==> config.mk <==
export PLATFORM = sky130hd
export DESIGN_NAME = modbus_tcp_request_framer
export DESIGN_NICKNAME = d
export VERILOG_FILES = /design/src/rtl/mbtcp_pkg.sv /design/src/rtl/mbtcp_front.sv /design/src/rtl/mbtcp_cmdq.sv /design/src/rtl/mbtcp_back.sv /design/src/rtl/modbus_tcp_request_framer.sv
export SDC_FILE = /design/constraint.sdc
export NUM_CORES = 1
export LEC_CHECK = 0
export ABC_AREA = 0
export BUFFER_PORTS_ARGS = -buffer_cell sky130_fd_sc_hd__buf_2
export CORE_ASPECT_RATIO = 1.2
export CORE_MARGIN = 3
export CORE_UTILIZATION = 60
export CTS_CLUSTER_DIAMETER = 50
export CTS_CLUSTER_SIZE = 28
export DETAILED_ROUTE_END_ITERATION = 6
export PLACE_DENSITY = 0.77
export SYNTH_ARGS = -nofsm -noshare
export SYNTH_HDL_FRONTEND = slang
export SYNTH_SLANG_ARGS = --single-unit
==> constraint.sdc <==
create_clock -name clk_i -period 16.65 [get_ports clk_i]
set_clock_uncertainty 0.1 [all_clocks]
set_input_delay 4.995 -clock clk_i [delete_from_list [all_inputs] [get_ports clk_i]]
set_output_delay 4.995 -clock clk_i [all_outputs]
set_load 0.1 [all_outputs]
==> src/rtl/mbtcp_pkg.sv <==
// Shared types, constants and function codes of the Modbus TCP request framer.
package mbtcp_pkg;

  // Default limit on the data bytes of one multi-write frame.
  localparam int MAX_DATA_BYTES_DEF = 240;

  // Depth of the command queue between the front and the back.
  localparam int QDEPTH = 4;

  localparam logic MODE_HEADER = 1'b0;
  localparam logic MODE_DATA   = 1'b1;

  localparam logic [4:0] FC_READ_COILS      = 5'd1;
  localparam logic [4:0] FC_READ_DISCRETE   = 5'd2;
  localparam logic [4:0] FC_READ_HOLDING    = 5'd3;
  localparam logic [4:0] FC_READ_INPUT      = 5'd4;
  localparam logic [4:0] FC_WRITE_COIL      = 5'd5;
  localparam logic [4:0] FC_WRITE_REGISTER  = 5'd6;
  localparam logic [4:0] FC_WRITE_COILS     = 5'd15;
  localparam logic [4:0] FC_WRITE_REGISTERS = 5'd16;

  localparam logic [19:0] ADDR_COIL_LO     = 20'd1;
  localparam logic [19:0] ADDR_COIL_END    = 20'd10000;
  localparam logic [19:0] ADDR_DISC_LO     = 20'd10001;
  localparam logic [19:0] ADDR_DISC_END    = 20'd20000;
  localparam logic [19:0] ADDR_INREG_LO    = 20'd30001;
  localparam logic [19:0] ADDR_INREG_HI    = 20'd39999;
  localparam logic [19:0] ADDR_HOLD_LO     = 20'd40001;
  localparam logic [19:0] ADDR_HOLD_HI     = 20'd49999;
  localparam logic [19:0] ADDR_INREG_XBASE = 20'd300001;
  localparam logic [19:0] ADDR_HOLD_XBASE  = 20'd400001;
  localparam logic [19:0] ADDR_INREG_XLO   = 20'd310000;
  localparam logic [19:0] ADDR_HOLD_XLO    = 20'd410000;
  localparam logic [19:0] ADDR_INREG_XHI   = 20'd365536;
  localparam logic [19:0] ADDR_HOLD_XHI    = 20'd465536;

  localparam logic [15:0] COIL_ON   = 16'hFF00;
  localparam logic [15:0] COIL_OFF  = 16'h0000;
  localparam logic [2:0]  TAIL_MASK = 3'h7;

  // Byte positions within a header burst.
  localparam logic [3:0] HDR_LAST_SINGLE = 4'd11;
  localparam logic [3:0] HDR_LAST_MULTI  = 4'd12;

  typedef enum logic [1:0] {
    CMD_ERR,
    CMD_HDR,
    CMD_DATA
  } cmd_kind_e;

  // One unit of work for the serializer: an error, a header burst or data bytes.
  typedef struct packed {
    cmd_kind_e   kind;
    logic [3:0]  end_idx;
    logic        fin_last;
    logic [15:0] tid;
    logic [8:0]  len;
    logic [7:0]  unit;
    logic [4:0]  fc;
    logic [15:0] off;
    logic [15:0] word;
    logic [7:0]  nbytes;
  } cmd_t;

endpackage

==> src/rtl/mbtcp_front.sv <==
// Front end: accepts request and data items, classifies them and tracks the pending write.
module mbtcp_front #(
  parameter int MAX_DATA_BYTES = mbtcp_pkg::MAX_DATA_BYTES_DEF
) (
  input  logic               clk_i,
  input  logic               rst_ni,
  input  logic               accept_i,
  input  logic               mode_i,
  input  logic               write_request_i,
  input  logic [19:0]        address_i,
  input  logic [15:0]        item_count_i,
  input  logic [7:0]         unit_id_i,
  input  logic [15:0]        transaction_id_i,
  input  logic [15:0]        data_word_i,
  output logic               cmd_push_o,
  output mbtcp_pkg::cmd_t    cmd_o
);
  import mbtcp_pkg::*;

  localparam int MaxCount = 8 * MAX_DATA_BYTES;

  logic       awaiting_q, awaiting_d;
  logic [4:0] pend_fc_q, pend_fc_d;
  logic [7:0] rem_q, rem_d;
  logic [2:0] tail_q, tail_d;

  logic        req_err;
  logic [4:0]  req_fc;
  logic [19:0] off_full;
  logic [15:0] req_word;
  logic [16:0] nbytes_full;
  logic        is_multi;
  logic        in_coil, in_disc, in_inreg_s, in_inreg_x, in_hold_s, in_hold_x;

  assign in_coil    = (address_i >= ADDR_COIL_LO) && (address_i < ADDR_COIL_END);
  assign in_disc    = (address_i >= ADDR_DISC_LO) && (address_i < ADDR_DISC_END);
  assign in_inreg_s = (address_i >= ADDR_INREG_LO) && (address_i <= ADDR_INREG_HI);
  assign in_inreg_x = (address_i >= ADDR_INREG_XLO) && (address_i <= ADDR_INREG_XHI);
  assign in_hold_s  = (address_i >= ADDR_HOLD_LO) && (address_i <= ADDR_HOLD_HI);
  assign in_hold_x  = (address_i >= ADDR_HOLD_XLO) && (address_i <= ADDR_HOLD_XHI);

  // Request classification: function code, offset, word and data byte count.
  always_comb begin
    req_err     = 1'b0;
    req_fc      = FC_READ_COILS;
    off_full    = '0;
    req_word    = item_count_i;
    nbytes_full = '0;
    if ((item_count_i == 16'd0) || (item_count_i > 16'(MaxCount))) begin
      req_err = 1'b1;
    end
    priority if (in_coil) begin
      off_full = address_i - ADDR_COIL_LO;
      if (write_request_i) begin
        req_fc = (item_count_i == 16'd1) ? FC_WRITE_COIL : FC_WRITE_COILS;
      end else begin
        req_fc = FC_READ_COILS;
      end
    end else if (in_disc) begin
      off_full = address_i - ADDR_DISC_LO;
      req_fc   = FC_READ_DISCRETE;
      if (write_request_i) begin
        req_err = 1'b1;
      end
    end else if (in_inreg_s || in_inreg_x) begin
      off_full = in_inreg_s ? (address_i - ADDR_INREG_LO) : (address_i - ADDR_INREG_XBASE);
      req_fc   = FC_READ_INPUT;
      if (write_request_i) begin
        req_err = 1'b1;
      end
    end else if (in_hold_s || in_hold_x) begin
      off_full = in_hold_s ? (address_i - ADDR_HOLD_LO) : (address_i - ADDR_HOLD_XBASE);
      if (write_request_i) begin
        req_fc = (item_count_i == 16'd1) ? FC_WRITE_REGISTER : FC_WRITE_REGISTERS;
      end else begin
        req_fc = FC_READ_HOLDING;
      end
    end else begin
      req_err = 1'b1;
    end
    if (req_fc == FC_WRITE_COIL) begin
      req_word = data_word_i[0] ? COIL_ON : COIL_OFF;
    end else if (req_fc == FC_WRITE_REGISTER) begin
      req_word = data_word_i;
    end
    if (req_fc == FC_WRITE_COILS) begin
      nbytes_full = (17'(item_count_i) + 17'd7) >> 3;
    end else if (req_fc == FC_WRITE_REGISTERS) begin
      nbytes_full = {item_count_i, 1'b0};
    end
    if (nbytes_full > 17'(MAX_DATA_BYTES)) begin
      req_err = 1'b1;
    end
  end

  assign is_multi = (req_fc == FC_WRITE_COILS) || (req_fc == FC_WRITE_REGISTERS);

  always_comb begin
    logic [7:0] rem_next;
    logic [7:0] coil_byte;
    rem_next   = '0;
    coil_byte  = data_word_i[7:0];
    cmd_o      = '0;
    cmd_push_o = 1'b0;
    awaiting_d = awaiting_q;
    pend_fc_d  = pend_fc_q;
    rem_d      = rem_q;
    tail_d     = tail_q;
    if (accept_i) begin
      if (mode_i == MODE_HEADER) begin
        // A new header drops any pending write without a result.
        awaiting_d = 1'b0;
        pend_fc_d  = '0;
        rem_d      = '0;
        tail_d     = '0;
        cmd_push_o = 1'b1;
        if (req_err) begin
          cmd_o.kind     = CMD_ERR;
          cmd_o.end_idx  = '0;
          cmd_o.fin_last = 1'b1;
        end else begin
          cmd_o.kind     = CMD_HDR;
          cmd_o.end_idx  = is_multi ? HDR_LAST_MULTI : HDR_LAST_SINGLE;
          cmd_o.fin_last = !is_multi;
          cmd_o.tid      = transaction_id_i;
          cmd_o.len      = is_multi ? (9'(nbytes_full[7:0]) + 9'd7) : 9'd6;
          cmd_o.unit     = unit_id_i;
          cmd_o.fc       = req_fc;
          cmd_o.off      = off_full[15:0];
          cmd_o.word     = req_word;
          cmd_o.nbytes   = nbytes_full[7:0];
          if (is_multi) begin
            awaiting_d = 1'b1;
            pend_fc_d  = req_fc;
            rem_d      = nbytes_full[7:0];
            tail_d     = (req_fc == FC_WRITE_COILS) ? (item_count_i[2:0] & TAIL_MASK) : 3'd0;
          end
        end
      end else if (awaiting_q && (rem_q != 8'd0)) begin
        cmd_push_o = 1'b1;
        cmd_o.kind = CMD_DATA;
        if (pend_fc_q == FC_WRITE_COILS) begin
          rem_next = rem_q - 8'd1;
          // The final coil byte keeps only the coils the request covers.
          if ((rem_next == 8'd0) && (tail_q != 3'd0)) begin
            coil_byte = coil_byte & ~(8'hFF << tail_q);
          end
          cmd_o.end_idx = 4'd0;
          cmd_o.word    = {8'h00, coil_byte};
        end else begin
          rem_next      = (rem_q >= 8'd2) ? (rem_q - 8'd2) : 8'd0;
          cmd_o.end_idx = 4'd1;
          cmd_o.word    = data_word_i;
        end
        cmd_o.fin_last = (rem_next == 8'd0);
        rem_d          = rem_next;
        if (rem_next == 8'd0) begin
          awaiting_d = 1'b0;
        end
      end
    end
  end

  always_ff @(posedge clk_i or negedge rst_ni) begin
    if (!rst_ni) begin
      awaiting_q <= 1'b0;
      pend_fc_q  <= '0;
      rem_q      <= '0;
      tail_q     <= '0;
    end else begin
      awaiting_q <= awaiting_d;
      pend_fc_q  <= pend_fc_d;
      rem_q      <= rem_d;
      tail_q     <= tail_d;
    end
  end

endmodule

==> src/rtl/mbtcp_cmdq.sv <==
// Short command queue that decouples the front end from the byte serializer.
module mbtcp_cmdq (
  input  logic            clk_i,
  input  logic            rst_ni,
  input  logic            wr_en_i,
  input  mbtcp_pkg::cmd_t wr_data_i,
  output logic            full_o,
  input  logic            rd_en_i,
  output mbtcp_pkg::cmd_t rd_data_o,
  output logic            empty_o
);
  import mbtcp_pkg::*;

  localparam int PtrW = (QDEPTH > 1) ? $clog2(QDEPTH) : 1;
  localparam int CntW = $clog2(QDEPTH + 1);

  cmd_t            slots_q [QDEPTH];
  logic [PtrW-1:0] wr_ptr_q, rd_ptr_q;
  logic [CntW-1:0] count_q;
  logic            do_wr, do_rd;

  assign full_o    = (count_q == CntW'(QDEPTH));
  assign empty_o   = (count_q == '0);
  assign do_wr     = wr_en_i && !full_o;
  assign do_rd     = rd_en_i && !empty_o;
  assign rd_data_o = slots_q[rd_ptr_q];

  always_ff @(posedge clk_i) begin
    if (do_wr) begin
      slots_q[wr_ptr_q] <= wr_data_i;
    end
  end

  always_ff @(posedge clk_i or negedge rst_ni) begin
    if (!rst_ni) begin
      wr_ptr_q <= '0;
      rd_ptr_q <= '0;
      count_q  <= '0;
    end else begin
      if (do_wr) begin
        wr_ptr_q <= (wr_ptr_q == PtrW'(QDEPTH - 1)) ? '0 : wr_ptr_q + PtrW'(1);
      end
      if (do_rd) begin
        rd_ptr_q <= (rd_ptr_q == PtrW'(QDEPTH - 1)) ? '0 : rd_ptr_q + PtrW'(1);
      end
      if (do_wr && !do_rd) begin
        count_q <= count_q + CntW'(1);
      end else if (do_rd && !do_wr) begin
        count_q <= count_q - CntW'(1);
      end
    end
  end

endmodule

==> src/rtl/mbtcp_back.sv <==
// Back end: serializes queued commands into frame bytes through an output register.
module mbtcp_back (
  input  logic            clk_i,
  input  logic            rst_ni,
  input  logic            q_empty_i,
  input  mbtcp_pkg::cmd_t q_data_i,
  output logic            q_pop_o,
  input  logic            pop_i,
  output logic            empty_o,
  output logic [7:0]      frame_byte_o,
  output logic            last_of_frame_o,
  output logic            status_o
);
  import mbtcp_pkg::*;

  cmd_t       cmd_q;
  logic       busy_q;
  logic [3:0] idx_q;
  logic       out_v_q;
  logic [7:0] out_byte_q;
  logic       out_last_q;
  logic       out_status_q;

  logic       can_emit, emit, fin, load;
  logic [7:0] byte_d;

  // The output register is free when empty or when its item leaves this cycle.
  assign can_emit = !out_v_q || pop_i;
  assign emit     = busy_q && can_emit;
  assign fin      = (idx_q == cmd_q.end_idx);
  assign load     = !q_empty_i && (!busy_q || (emit && fin));
  assign q_pop_o  = load;

  always_comb begin
    byte_d = 8'h00;
    unique case (cmd_q.kind)
      CMD_ERR: byte_d = 8'h00;
      CMD_HDR: begin
        unique case (idx_q)
          4'd0:    byte_d = cmd_q.tid[15:8];
          4'd1:    byte_d = cmd_q.tid[7:0];
          4'd4:    byte_d = {7'd0, cmd_q.len[8]};
          4'd5:    byte_d = cmd_q.len[7:0];
          4'd6:    byte_d = cmd_q.unit;
          4'd7:    byte_d = {3'd0, cmd_q.fc};
          4'd8:    byte_d = cmd_q.off[15:8];
          4'd9:    byte_d = cmd_q.off[7:0];
          4'd10:   byte_d = cmd_q.word[15:8];
          4'd11:   byte_d = cmd_q.word[7:0];
          4'd12:   byte_d = cmd_q.nbytes;
          default: byte_d = 8'h00;
        endcase
      end
      CMD_DATA: begin
        // A register word goes high byte first; a coil byte is alone.
        if ((cmd_q.end_idx != 4'd0) && (idx_q == 4'd0)) begin
          byte_d = cmd_q.word[15:8];
        end else begin
          byte_d = cmd_q.word[7:0];
        end
      end
      default: byte_d = 8'h00;
    endcase
  end

  always_ff @(posedge clk_i) begin
    if (load) begin
      cmd_q <= q_data_i;
    end
    if (emit) begin
      out_byte_q   <= byte_d;
      out_last_q   <= fin && cmd_q.fin_last;
      out_status_q <= (cmd_q.kind == CMD_ERR);
    end
  end

  always_ff @(posedge clk_i or negedge rst_ni) begin
    if (!rst_ni) begin
      busy_q  <= 1'b0;
      idx_q   <= '0;
      out_v_q <= 1'b0;
    end else begin
      if (load) begin
        busy_q <= 1'b1;
        idx_q  <= '0;
      end else if (emit) begin
        if (fin) begin
          busy_q <= 1'b0;
        end
        idx_q <= idx_q + 4'd1;
      end
      if (emit) begin
        out_v_q <= 1'b1;
      end else if (pop_i) begin
        out_v_q <= 1'b0;
      end
    end
  end

  assign empty_o         = !out_v_q;
  assign frame_byte_o    = out_byte_q;
  assign last_of_frame_o = out_last_q;
  assign status_o        = out_status_q;

endmodule

==> src/rtl/modbus_tcp_request_framer.sv <==
// Modbus TCP request framer. A header item (mode 0) is classified into a function code and
// offset and becomes a burst of 12 bytes (functions 1 to 6) or 13 bytes (functions 15 and
// 16, MBAP header, PDU head and byte count), or a single error item; a data item (mode 1)
// for a pending multi-write becomes one coil byte or two register bytes. Items are taken
// one per cycle until the four-entry command queue between the classifier and the
// serializer is full; the serializer sends one result per cycle while results are popped.
// The sustained rate is set by each item's result count: one for errors and coil data, two
// for register data, 12 or 13 for headers. Data items with nothing pending are dropped.
module modbus_tcp_request_framer #(
  parameter int MAX_DATA_BYTES = mbtcp_pkg::MAX_DATA_BYTES_DEF
) (
  input  logic        clk_i,
  input  logic        rst_ni,
  input  logic        push,
  output logic        full,
  input  logic        mode_i,
  input  logic        write_request_i,
  input  logic [19:0] address_i,
  input  logic [15:0] item_count_i,
  input  logic [7:0]  unit_id_i,
  input  logic [15:0] transaction_id_i,
  input  logic [15:0] data_word_i,
  output logic        empty,
  input  logic        pop,
  output logic [7:0]  frame_byte_o,
  output logic        last_of_frame_o,
  output logic        status_o
);
  import mbtcp_pkg::*;

  logic cmd_push, q_full, q_empty, q_pop;
  cmd_t cmd_in, cmd_out;

  assign full = q_full;

  mbtcp_front #(
    .MAX_DATA_BYTES(MAX_DATA_BYTES)
  ) u_front (
    .clk_i           (clk_i),
    .rst_ni          (rst_ni),
    .accept_i        (push && !q_full),
    .mode_i          (mode_i),
    .write_request_i (write_request_i),
    .address_i       (address_i),
    .item_count_i    (item_count_i),
    .unit_id_i       (unit_id_i),
    .transaction_id_i(transaction_id_i),
    .data_word_i     (data_word_i),
    .cmd_push_o      (cmd_push),
    .cmd_o           (cmd_in)
  );

  mbtcp_cmdq u_cmdq (
    .clk_i    (clk_i),
    .rst_ni   (rst_ni),
    .wr_en_i  (cmd_push),
    .wr_data_i(cmd_in),
    .full_o   (q_full),
    .rd_en_i  (q_pop),
    .rd_data_o(cmd_out),
    .empty_o  (q_empty)
  );

  mbtcp_back u_back (
    .clk_i          (clk_i),
    .rst_ni         (rst_ni),
    .q_empty_i      (q_empty),
    .q_data_i       (cmd_out),
    .q_pop_o        (q_pop),
    .pop_i          (pop),
    .empty_o        (empty),
    .frame_byte_o   (frame_byte_o),
    .last_of_frame_o(last_of_frame_o),
    .status_o       (status_o)
  );

endmodule

==> run_results.csv, run 1 <==
group,metric,value,unit
yosys,yosys.area_share.xor_xnor,0.0196,
critical_path,cp.arrival,10480,ps
critical_path,crit_buf_inv,4,
critical_path,path_delay_family,"simple AND/OR/NAND/NOR gates",
yosys,syn_area_per_cell,14.8,um^2
sta,tightest_slew,897,ps
sta,fin_setup_tns,0,ps
sta,hold_viol,0,
die,pin_count,94,
worst_hold_path,holdPathStages,2,
route,routed_wl,49.4,mm
route,drt_iter0_markers,1424,
critical_path,critical_path.cell_chain,"buf_2 > inv_1 > ha_1 > or3b_1 > nor4_4 > nand3_1 > a21oi_1 > nand3_1 > a21boi_0 > ha_1 > or3b_4 > o2111ai_2 > o2111ai_4 > buf_4 > clkinv_2 > a32o_1",
global_route,grt.overflow.total,0,
critical_path,cp.depth,16,
yosys,netlist_instances,1417,
critical_path,slowest_stage,"clkinv_2",
critical_path,critPathKind,"primary input to flop",
cts,cts_buffers,30,
placed_design,place_congestion,0.921,
yosys,synthDistinctLibCells,81,
cts,clk_pin_slew_worst_paths,80,ps
cts,cts_resized,0,
global_route,grt_first_pass_wirelength,76.4,mm
yosys,synth_area_leaders,"edfxtp_1 62%, mux4_2 9.0%, dfrtp_1 3.6%, ha_1 2.0%, nand2_1 1.8%",
yosys,synthMuxAreaShare,0.101,
pwr,p_leak,7.99,nW
sta,fin_hold_ws,382,ps
cts,clock-sinks,460,
critical_path,cp-start-kind,"primary input",
critical_path,crit_path_max_fanout,51,
sta,setup_ws,6380,ps
yosys,synth_top_area_frac,0.616,
cts,clock_path_buffers,3,
critical_path,regToRegEndpoint,"u_cmdq.slots_q[3][8]",
finish,area_delta_synth_final,9.56,%
die,die_x,177,um
cts,holdBufCountCts,0,
yosys,synthArstFlopShare,0.0652,
die,rows,74,
placed_design,place_area,0.0219,mm^2
yosys,synth_top_family_by_area,"multiplexers",
yosys,ys_warn_count,0,
worst_hold_path,hold_path_startpoint,"u_front.pend_fc_q[3]",
pwr,vdd_drop_max,0.0000930,V
cts,cts_tree,"yes",
finish,fin_area,0.0230,mm^2
critical_path,slowest_delay,750,ps
global_route,gr-usage-all-layers,0.267,
sta,rsz0062_at_grt,"false",
cts,clk_latency,590,ps
die,core_area,0.0343,mm^2
sta,setup_viol,0,
critical_path,rr_startpoint,"u_cmdq.count_q[0]",
placed_design,hpwl,32.8,mm
yosys,synth-adder-area-share,0.0222,
yosys,synth-simple-area-share,0.0879,
route,vias,12847,
yosys,synth_edf_count,430,
yosys,synth_top_cell_by_area,"edfxtp_1",
placed_design,place_ws,5910,ps
critical_path,end_kind,"flop",
yosys,synth_area,0.0210,mm^2
sta,fmax,0.0974,GHz
finish,nets,1601,
run,max_cap_violations,0,
global_route,antenna_found_initial,0,
cts,cts_setup_buffers,0,
route,wl_per_cell,25.1,um
placed_design,io_buffers,93,
route,drc,0,
pwr,powerDensity,140,mW/mm^2
worst_hold_path,hold_class,"flop to flop",
sta,slew_viol_final,0,
critical_path,rrSetupSlack,13000,ps
critical_path,crit_required,16870,ps
critical_path,worst_r2r_path_depth,8,
sta,fin_crit_sh,0.617,
yosys,ys_ff_latch,460,
yosys,ys.flop_type,"edfxtp_1",
global_route,grt_max_degree,68,
sta,fin_crit,10270,ps
worst_hold_path,hold_path_end,"u_front.pend_fc_q[3]",
die,dieArea,0.0372,mm^2
cts,htreeDepth,1,
yosys,synth_compound_area_frac,0.0969,
cts,cts_root_buf,"clkbuf_16",
die,fp.dieH,211,um
finish,drive_above_1_share,0.194,
route,dr.pass1.iters,6,
sta,relSlewSlack,0.396,
status,status,"completed",
finish,fill_cells,2360,
global_route,grt_pass1_vias,12768,
finish,n_antenna_cell,0,
route,antenna_left,0,
die,initial_utilization,0.612,
yosys,yosysSeqAreaShare,0.651,
route,post_drt_via_cell_ratio,6.54,
-- how the worst max path moves through the flow --
| stage | startpoint | endpoint | slack [ps] |
|---|---|---|---|
| 2_1_floorplan | push | u_cmdq.slots_q[0][0] | 6650 |
| 3_3_place_gp | address_i[1] | u_cmdq.slots_q[0][8] | 6080 |
| 3_5_place_dp | address_i[0] | u_cmdq.slots_q[2][8] | 5910 |
| 4_1_cts | address_i[1] | u_cmdq.slots_q[3][8] | 6520 |
| 5_1_grt | address_i[1] | u_cmdq.slots_q[3][8] | 5970 |
| 6_report | address_i[1] | u_cmdq.slots_q[3][8] | 6380 |
-- worst reg2reg max path, stage by stage, from the launching register on --
cell and delay [ps]:
dfrtp_1 450, nor2_1 150, and2_1 210, nand2b_1 300
nor2_1 220, o2111ai_4 110, buf_4 510, clkinv_2 770
a32o_1 540
-- routing by layer --
metal	vias up	GRT usage	part of all wire
li1	5728	-	-
met1	6461	0.384	0.41
met2	576	0.446	0.50
met3	82	0.0273	0.062
met4	0	0.0734	0.028
met5	-	0	0
-- synthesized netlist by cell type (all sizes together), types with 21 or more instances --
cell type,count
edfxtp,430
nand2,102
mux4,84
nor2,74
a21oi,60
o21ai,57
clkbuf,52
and2,42
ha,34
inv,31
dfrtp,30
xnor2,28
buf,26
nor3,24
a22oi,23
nand3,22
nor2b,21
-- final cells by class --
cell class | instances | area [um^2] | area share
flip-flops and latches | 460 | 13700 | 0.595
inverters | 33 | 125 | 0.00544
well taps | 456 | 571 | 0.0248
repair buffers | 111 | 601 | 0.0261
clock inverters | 23 | 304 | 0.0132
multi-input cells | 848 | 6930 | 0.301
clock buffers | 33 | 783 | 0.0341
-- where the power goes --
group / total [mW] / switching [mW] / internal, mW
registers: 1.54 / 0.0919 / 1.45
clock network: 0.811 / 0.412 / 0.399
logic: 0.866 / 0.506 / 0.361
-- cell families after synthesis --
group | Yosys count
AND/OR/NAND/NOR | 363
flip-flops | 460
AO/OA/AOI/OAI | 293
XOR/XNOR | 47
multiplexers | 104
buffers and inverters | 112
adder cells (fa/ha/maj) | 37
other | 1
-- per-stage QoR --
stage	util	total power, mW	std cells
floorplan	-	2.18	1420
global placement	0.639	2.41	1908
detailed placement	0.639	2.42	1908
CTS	0.671	3.24	1964
global route	0.671	3.36	1964
finish	0.671	3.22	1964
-- state kept, by name (all words and copies together), names as in the netlist --
name and flops:
u_cmdq.wr_ptr_q 2, u_back.idx_q 4, u_back.out_v_q 1, u_back.status_o 1, u_back.cmd_q 84, u_back.last_of_frame_o 1
u_back.busy_q 1, u_cmdq.slots_q 336, u_front.awaiting_q 1, u_front.pend_fc_q 5, u_cmdq.rd_ptr_q 2, u_cmdq.count_q 3
u_front.tail_q 3, u_back.frame_byte_o 8, u_front.rem_q 8
-- placed cells by master, fill, tap and decap left out, types with 8 or more instances in the layout --
| master | n |
|---|---|
| a211oi_1 | 9 |
| a21oi_1 | 60 |
| a22o_1 | 15 |
| a22oi_1 | 23 |
| a31oi_1 | 17 |
| a32oi_1 | 9 |
| and2_1 | 41 |
| and3_1 | 12 |
| buf_2 | 93 |
| buf_4 | 18 |
| clkbuf_16 | 31 |
| dfrtp_1 | 28 |
| edfxtp_1 | 430 |
| ha_1 | 34 |
| inv_1 | 31 |
| mux2_2 | 20 |
| mux4_2 | 84 |
| nand2_1 | 102 |
| nand3_1 | 22 |
| nand4_1 | 11 |
| nor2_1 | 74 |
| nor2b_1 | 17 |
| nor3_1 | 24 |
| nor4_1 | 11 |
| o211ai_1 | 8 |
| o21a_1 | 9 |
| o21ai_0 | 55 |
| o22ai_1 | 9 |
| or3_1 | 11 |
| xnor2_1 | 28 |
| xor2_1 | 19 |
Power figures use the tool's default switching activity.
==> run 2: changes to the inputs <==
--- a/config.mk
+++ b/config.mk
@@ -9,11 +9,11 @@
 export BUFFER_PORTS_ARGS = -buffer_cell sky130_fd_sc_hd__buf_2
 export CORE_ASPECT_RATIO = 1.2
 export CORE_MARGIN = 3
-export CORE_UTILIZATION = 60
+export CORE_UTILIZATION = 56
 export CTS_CLUSTER_DIAMETER = 50
 export CTS_CLUSTER_SIZE = 28
 export DETAILED_ROUTE_END_ITERATION = 6
-export PLACE_DENSITY = 0.77
+export PLACE_DENSITY = 0.75
 export SYNTH_ARGS = -nofsm -noshare
 export SYNTH_HDL_FRONTEND = slang
 export SYNTH_SLANG_ARGS = --single-unit
==> constraint.sdc (replaced) <==
create_clock -name clk_i -period 8.82 [get_ports clk_i]
set_clock_uncertainty 0.1 [all_clocks]
set_input_delay 2.646 -clock clk_i [delete_from_list [all_inputs] [get_ports clk_i]]
set_output_delay 2.646 -clock clk_i [all_outputs]
set_load 0.1 [all_outputs]
==> run 2 against run 1 <==
Routed wire length rose by 1.7%. Worst hold slack better by 4.2 ps. Cell count increased by 1.1%. Critical path depth down 1. Register-to-register slack worse by 7800 ps. Largest cell class unchanged. Largest power group unchanged.
==> run_results.csv, run 2 (synthesized netlist as in run 1, its figures left out) <==
group,metric,value,unit
sta,hold_viol,0,
sta,rsz0062_at_grt,"false",
critical_path,critPathKind,"primary input to flop",
worst_hold_path,hold_path_end,"u_back.out_v_q",
cts,clk_latency,580,ps
finish,fill_cells,2729,
cts,cts_buffers,30,
finish,fin_util,0.625,
global_route,gr-usage-all-layers,0.252,
route,dr.pass1.iters,5,
critical_path,crit_top_cell,"ha_1",
route,drc,0,
sta,tightest_slew,1050,ps
finish,area_delta_synth_final,9.96,%
critical_path,cp-start-kind,"primary input",
route,routed_wl,50.2,mm
cts,holdBufCountCts,0,
global_route,grt_first_pass_wirelength,77.3,mm
finish,drive_above_1_share,0.196,
cts,clock_path_buffers,3,
sta,slew_viol_final,0,
critical_path,slowest_delay,570,ps
critical_path,crit_path_max_fanout,50,
worst_hold_path,hold_path_startpoint,"u_back.busy_q",
die,fp.dieH,218,um
die,dieArea,0.0398,mm^2
die,pin_count,94,
critical_path,rr_startpoint,"u_front.rem_q[0]",
worst_hold_path,hold_class,"flop to flop",
sta,fmax,0.142,GHz
critical_path,crit_buf_inv,3,
critical_path,path_delay_family,"compound AO/OA/AOI/OAI gates",
placed_design,io_buffers,93,
run,max_cap_violations,0,
cts,cts_resized,0,
cts,cts_root_buf,"clkbuf_16",
route,drt_iter0_markers,1423,
cts,clock-sinks,460,
cts,htreeDepth,1,
route,wl_per_cell,25.3,um
critical_path,end_kind,"flop",
finish,top_regs,"u_cmdq.slots_q (336), u_back.cmd_q (84)",
route,post_drt_via_cell_ratio,6.53,
global_route,antenna_found_initial,0,
pwr,finalPower,6.06,mW
finish,final_cell_mix,"430 x edfxtp_1, 102 x nand2_1, 93 x buf_2, 84 x mux4_2, 74 x nor2_1",
cts,cts_setup_buffers,0,
global_route,grt.overflow.total,0,
placed_design,hpwl,33.4,mm
critical_path,crit_required,9050,ps
finish,largest_reg_flops,336,
finish,n_antenna_cell,0,
finish,top_register,"u_cmdq.slots_q",
critical_path,slowest_stage,"or3b_1",
cts,clk_pin_slew_worst_paths,90,ps
worst_hold_path,holdPathStages,1,
cts,cts_tree,"yes",
global_route,grt_pass1_vias,12684,
critical_path,rrSetupSlack,5220,ps
placed_design,place_congestion,0.921,
global_route,grt_max_degree,82,
sta,fin_setup_tns,0,ps
sta,relSlewSlack,0.300,
finish,layout_commonest_cell,"edfxtp_1",
sta,setup_viol,0,
die,core_area,0.0369,mm^2
critical_path,regToRegEndpoint,"u_cmdq.slots_q[0][40]",
pwr,p_leak,8.01,nW
critical_path,worst_r2r_path_depth,8,
critical_path,cp.arrival,7280,ps
finish,nets,1606,
route,antenna_left,0,
sta,fin_crit,7050,ps
die,initial_utilization,0.568,
die,rows,77,
status,status,"completed",
pwr,powerDensity,263,mW/mm^2
pwr,vdd_drop_max,0.000156,V
critical_path,critical_path.cell_chain,"buf_2 > inv_1 > ha_1 > or3b_1 > or3_1 > a31o_1 > a21o_1 > nand3_1 > a21boi_0 > ha_1 > or3b_4 > o2111ai_2 > o2111ai_4 > buf_4 > a211oi_1",
route,vias,12970,
sta,fin_crit_sh,0.799,
die,die_x,183,um
==> run 2: cell count changes in the layout (fill, tap and decap cells not counted), sizes merged <==
cell	before	now
bufinv	2	1
clkinvlp	1	2
buf	111	116
clkinv	6	10
inv	47	42
==> run 2: worst register-to-register path, cell delays in order (launching register included) <==
cell	delay, ps
dfrtp_1	520
inv_1	190
ha_1	230
a31oi_1	270
o21ai_1	100
buf_4	230
nor2b_4	350
buf_4	520
buf_4	670
==> run 2: routing by layer <==
metal,up-vias,part of all wire,track usage,wire (um)
li1,5739,-,-,-
met1,6503,0.41,0.365,20500
met2,653,0.50,0.420,25000
met3,75,0.069,0.0230,3470
met4,0,0.026,0.0648,1290
met5,-,0,0,0
==> run 2: worst max path at each step <==
stage	startpoint	to	slack (ps)	depth (start not counted)
global placement	address_i[0]	u_cmdq.slots_q[0][60]	1500	15
detailed placement	address_i[0]	u_cmdq.slots_q[0][60]	1180	15
floorplan	push	u_cmdq.slots_q[0][0]	1170	4
CTS	address_i[1]	u_cmdq.slots_q[0][60]	1790	15
global route	address_i[0]	u_cmdq.slots_q[3][60]	1460	15
finish	address_i[1]	u_cmdq.slots_q[3][60]	1770	15
==> run 2: through the flow <==
stage	worst slack [ps]	area [um^2]	std cells	hold WS, ps
after floorplan	1170	21000	1420	342
after global placement	1500	22000	1931	355
after detailed placement	1180	22000	1931	370
after CTS	1790	23100	1986	391
after global routing	1460	23100	1986	410
final	1770	23100	1986	387
==> run 2: final cells by class <==
cell class	count	area (um^2)	area share
well taps	474	593	0.0257
inverters	33	125	0.00543
clock buffers	33	805	0.0349
flip-flops and latches	460	13700	0.593
repair buffers	116	651	0.0282
multi-input cells	848	6930	0.300
clock inverters	22	293	0.0127
==> run 2: power by group <==
part | internal [mW] | switching (mW)
Sequential | 2.73 | 0.203
Clock | 0.744 | 0.781
Combinational | 0.680 | 0.925
Total | 4.15 | 1.91
==> run 3: changes to the inputs <==
--- a/config.mk
+++ b/config.mk
@@ -9,11 +9,11 @@
 export BUFFER_PORTS_ARGS = -buffer_cell sky130_fd_sc_hd__buf_2
 export CORE_ASPECT_RATIO = 1.2
 export CORE_MARGIN = 3
-export CORE_UTILIZATION = 56
+export CORE_UTILIZATION = 60
 export CTS_CLUSTER_DIAMETER = 50
 export CTS_CLUSTER_SIZE = 28
 export DETAILED_ROUTE_END_ITERATION = 6
-export PLACE_DENSITY = 0.75
+export PLACE_DENSITY = 0.77
 export SYNTH_ARGS = -nofsm -noshare
 export SYNTH_HDL_FRONTEND = slang
 export SYNTH_SLANG_ARGS = --single-unit
==> constraint.sdc (replaced) <==
create_clock -name clk_i -period 7.23 [get_ports clk_i]
set_clock_uncertainty 0.1 [all_clocks]
set_input_delay 2.169 -clock clk_i [delete_from_list [all_inputs] [get_ports clk_i]]
set_output_delay 2.169 -clock clk_i [all_outputs]
set_load 0.1 [all_outputs]
==> run 3 against run 2 <==
The flow now finishes with violations (DRC). First-iteration DRC count is 4.4% lower. Critical path depth did not move. Register-to-register slack got worse by 1800 ps. Cell area about the same. Utilization is 4.8 points higher. Sequential share of layout area about the same. Via count grew 0.51%. Worst setup slack lost 950 ps. Combinational power grew 21%. Non-clock buffer count up 5. Worst hold slack worse by 2.1 ps. Global-route usage rose by 1.7 points. Largest power group unchanged.
==> run_results.csv, run 3 (synthesized netlist as in run 1, its figures left out) <==
group,metric,value,unit
critical_path,worst_r2r_path_depth,9,
die,initial_utilization,0.612,
global_route,gr-usage-all-layers,0.269,
cts,clk_latency,590,ps
finish,regArea,0.0137,mm^2
critical_path,critical_path.cell_chain,"buf_2 > inv_1 > ha_1 > or3b_1 > or3_1 > a31o_1 > a21o_1 > nand3_1 > a21boi_0 > ha_1 > or3b_4 > o2111ai_2 > o2111ai_4 > clkinv_2 > and3_1",
critical_path,slowest_stage,"clkinv_2",
die,rows,74,
cts,clk_pin_slew_worst_paths,90,ps
cts,cts_tree,"yes",
global_route,grt_first_pass_wirelength,76.5,mm
finish,top_register,"u_cmdq.slots_q",
route,wl_per_cell,25.3,um
global_route,grt_max_degree,54,
finish,area_delta_synth_final,9.99,%
sta,slew_viol_final,0,
critical_path,crit_path_max_fanout,40,
sta,setup_viol,0,
global_route,grt_pass1_vias,12763,
critical_path,path_delay_family,"simple AND/OR/NAND/NOR gates",
placed_design,place_area,0.0220,mm^2
pwr,vdd_drop_max,0.000237,V
pwr,p_leak,8.04,nW
critical_path,rr_startpoint,"u_front.rem_q[2]",
sta,relSlewSlack,0.351,
cts,cts_root_buf,"clkbuf_16",
critical_path,cp-start-kind,"primary input",
sta,fin_setup_tns,0,ps
critical_path,rrSetupSlack,3450,ps
critical_path,slowest_delay,580,ps
sta,fin_crit_sh,0.887,
finish,multi_input_area,0.00693,mm^2
finish,layout_commonest_cell,"edfxtp_1",
worst_hold_path,hold_path_end,"u_back.out_v_q",
status,status,"finished, violations left",
route,vias,13036,
finish,largest_reg_flops,336,
sta,hold_viol,0,
finish,top_regs,"u_cmdq.slots_q (336), u_back.cmd_q (84)",
cts,cts_buffers,30,
critical_path,crit_buf_inv,3,
sta,fin_hold_ws,384,ps
global_route,antenna_found_initial,1,
finish,fill_cells,2332,
sta,rsz0062_at_grt,"false",
die,dieArea,0.0372,mm^2
worst_hold_path,hold_class,"flop to flop",
cts,cts_resized,0,
cts,clock_path_buffers,3,
finish,final_cells,1973,
route,antenna_left,0,
critical_path,crit_required,7550,ps
sta,tightest_slew,973,ps
placed_design,io_buffers,93,
finish,drive_above_1_share,0.199,
cts,holdBufCountCts,0,
critical_path,crit_top_cell,"ha_1",
cts,clock-sinks,460,
pwr,powerDensity,323,mW/mm^2
worst_hold_path,hold_path_startpoint,"u_back.busy_q",
sta,fmax,0.156,GHz
route,drc,1,
finish,fin_area,0.0231,mm^2
die,pin_count,94,
route,routed_wl,49.9,mm
cts,cts_setup_buffers,0,
route,drt_iter0_markers,1361,
global_route,grt.overflow.total,0,
die,die_x,177,um
critical_path,end_kind,"flop",
critical_path,cp.arrival,6740,ps
critical_path,critPathKind,"primary input to flop",
finish,nets,1611,
finish,final_cell_mix,"430 x edfxtp_1, 102 x nand2_1, 93 x buf_2, 84 x mux4_2, 74 x nor2_1",
status,violations,"DRC",
die,fp.dieH,211,um
route,dr.pass1.iters,7,
run,max_cap_violations,0,
placed_design,hpwl,32.8,mm
die,core_area,0.0343,mm^2
sta,fin_crit,6410,ps
route,post_drt_via_cell_ratio,6.61,
cts,htreeDepth,1,
finish,n_antenna_cell,0,
placed_design,place_congestion,0.942,
placed_design,placed_cells,1918,
worst_hold_path,holdPathStages,1,
critical_path,regToRegEndpoint,"u_cmdq.count_q[1]",
[run 3: final cells by class]
cell class,instances,share of cell area
sequential,460,0.593
clock inverter,25,0.0152
clock buffer,30,0.0325
multi-input combinational,848,0.300
inverter,33,0.00542
tap,456,0.0247
timing repair buffer,121,0.0293
[run 3: power by group]
group          total (mW)  switching (mW)  leakage (nW)  internal, mW
combinational        1.95            1.12          2.94         0.833
clock                1.89           0.963         0.534         0.929
sequential           3.60           0.269          4.56          3.33
total                7.44            2.35          8.04          5.09
[run 3: worst max path at each step]
stage / startpoint / endpoint / slack [ps] / cells past startpoint
floorplan: push / u_cmdq.slots_q[0][0] / 50 / 4
global placement: address_i[1] / u_cmdq.slots_q[0][8] / 490 / 15
detailed placement: address_i[0] / u_cmdq.slots_q[1][29] / 290 / 15
CTS: address_i[0] / u_cmdq.slots_q[2][29] / 890 / 15
global route: address_i[1] / u_cmdq.slots_q[1][29] / 580 / 15
finish: address_i[0] / u_cmdq.slots_q[2][29] / 820 / 15
[run 3: routing by layer]
layer / wire length [um] / part of all wire / vias up / GRT usage
li1: - / - / 5755 / -
met1: 19400 / 0.39 / 6526 / 0.380
met2: 25100 / 0.50 / 666 / 0.447
met3: 3930 / 0.079 / 89 / 0.0354
met4: 1460 / 0.029 / 0 / 0.0805
met5: 0 / 0 / - / 0
[run 3: through the flow]
| step | power [mW] | util | setup WS, ps |
|---|---|---|---|
| 2_1_floorplan | 5.01 | - | 52.8 |
| 3_3_place_gp | 5.54 | 0.641 | 488 |
| 3_5_place_dp | 5.58 | 0.641 | 287 |
| 4_1_cts | 7.47 | 0.673 | 885 |
| 5_1_grt | 7.76 | 0.673 | 582 |
| 6_report | 7.44 | 0.673 | 817 |
[run 3: worst register-to-register path, cell delays in order, from the launching register on]
cell and delay [ps]:
dfrtp_1 470, nor4_1 700, a31oi_1 270, o21ai_1 400, buf_4 300, clkinv_1 330
ha_1 330, inv_1 70, fa_1 440, mux2_2 280
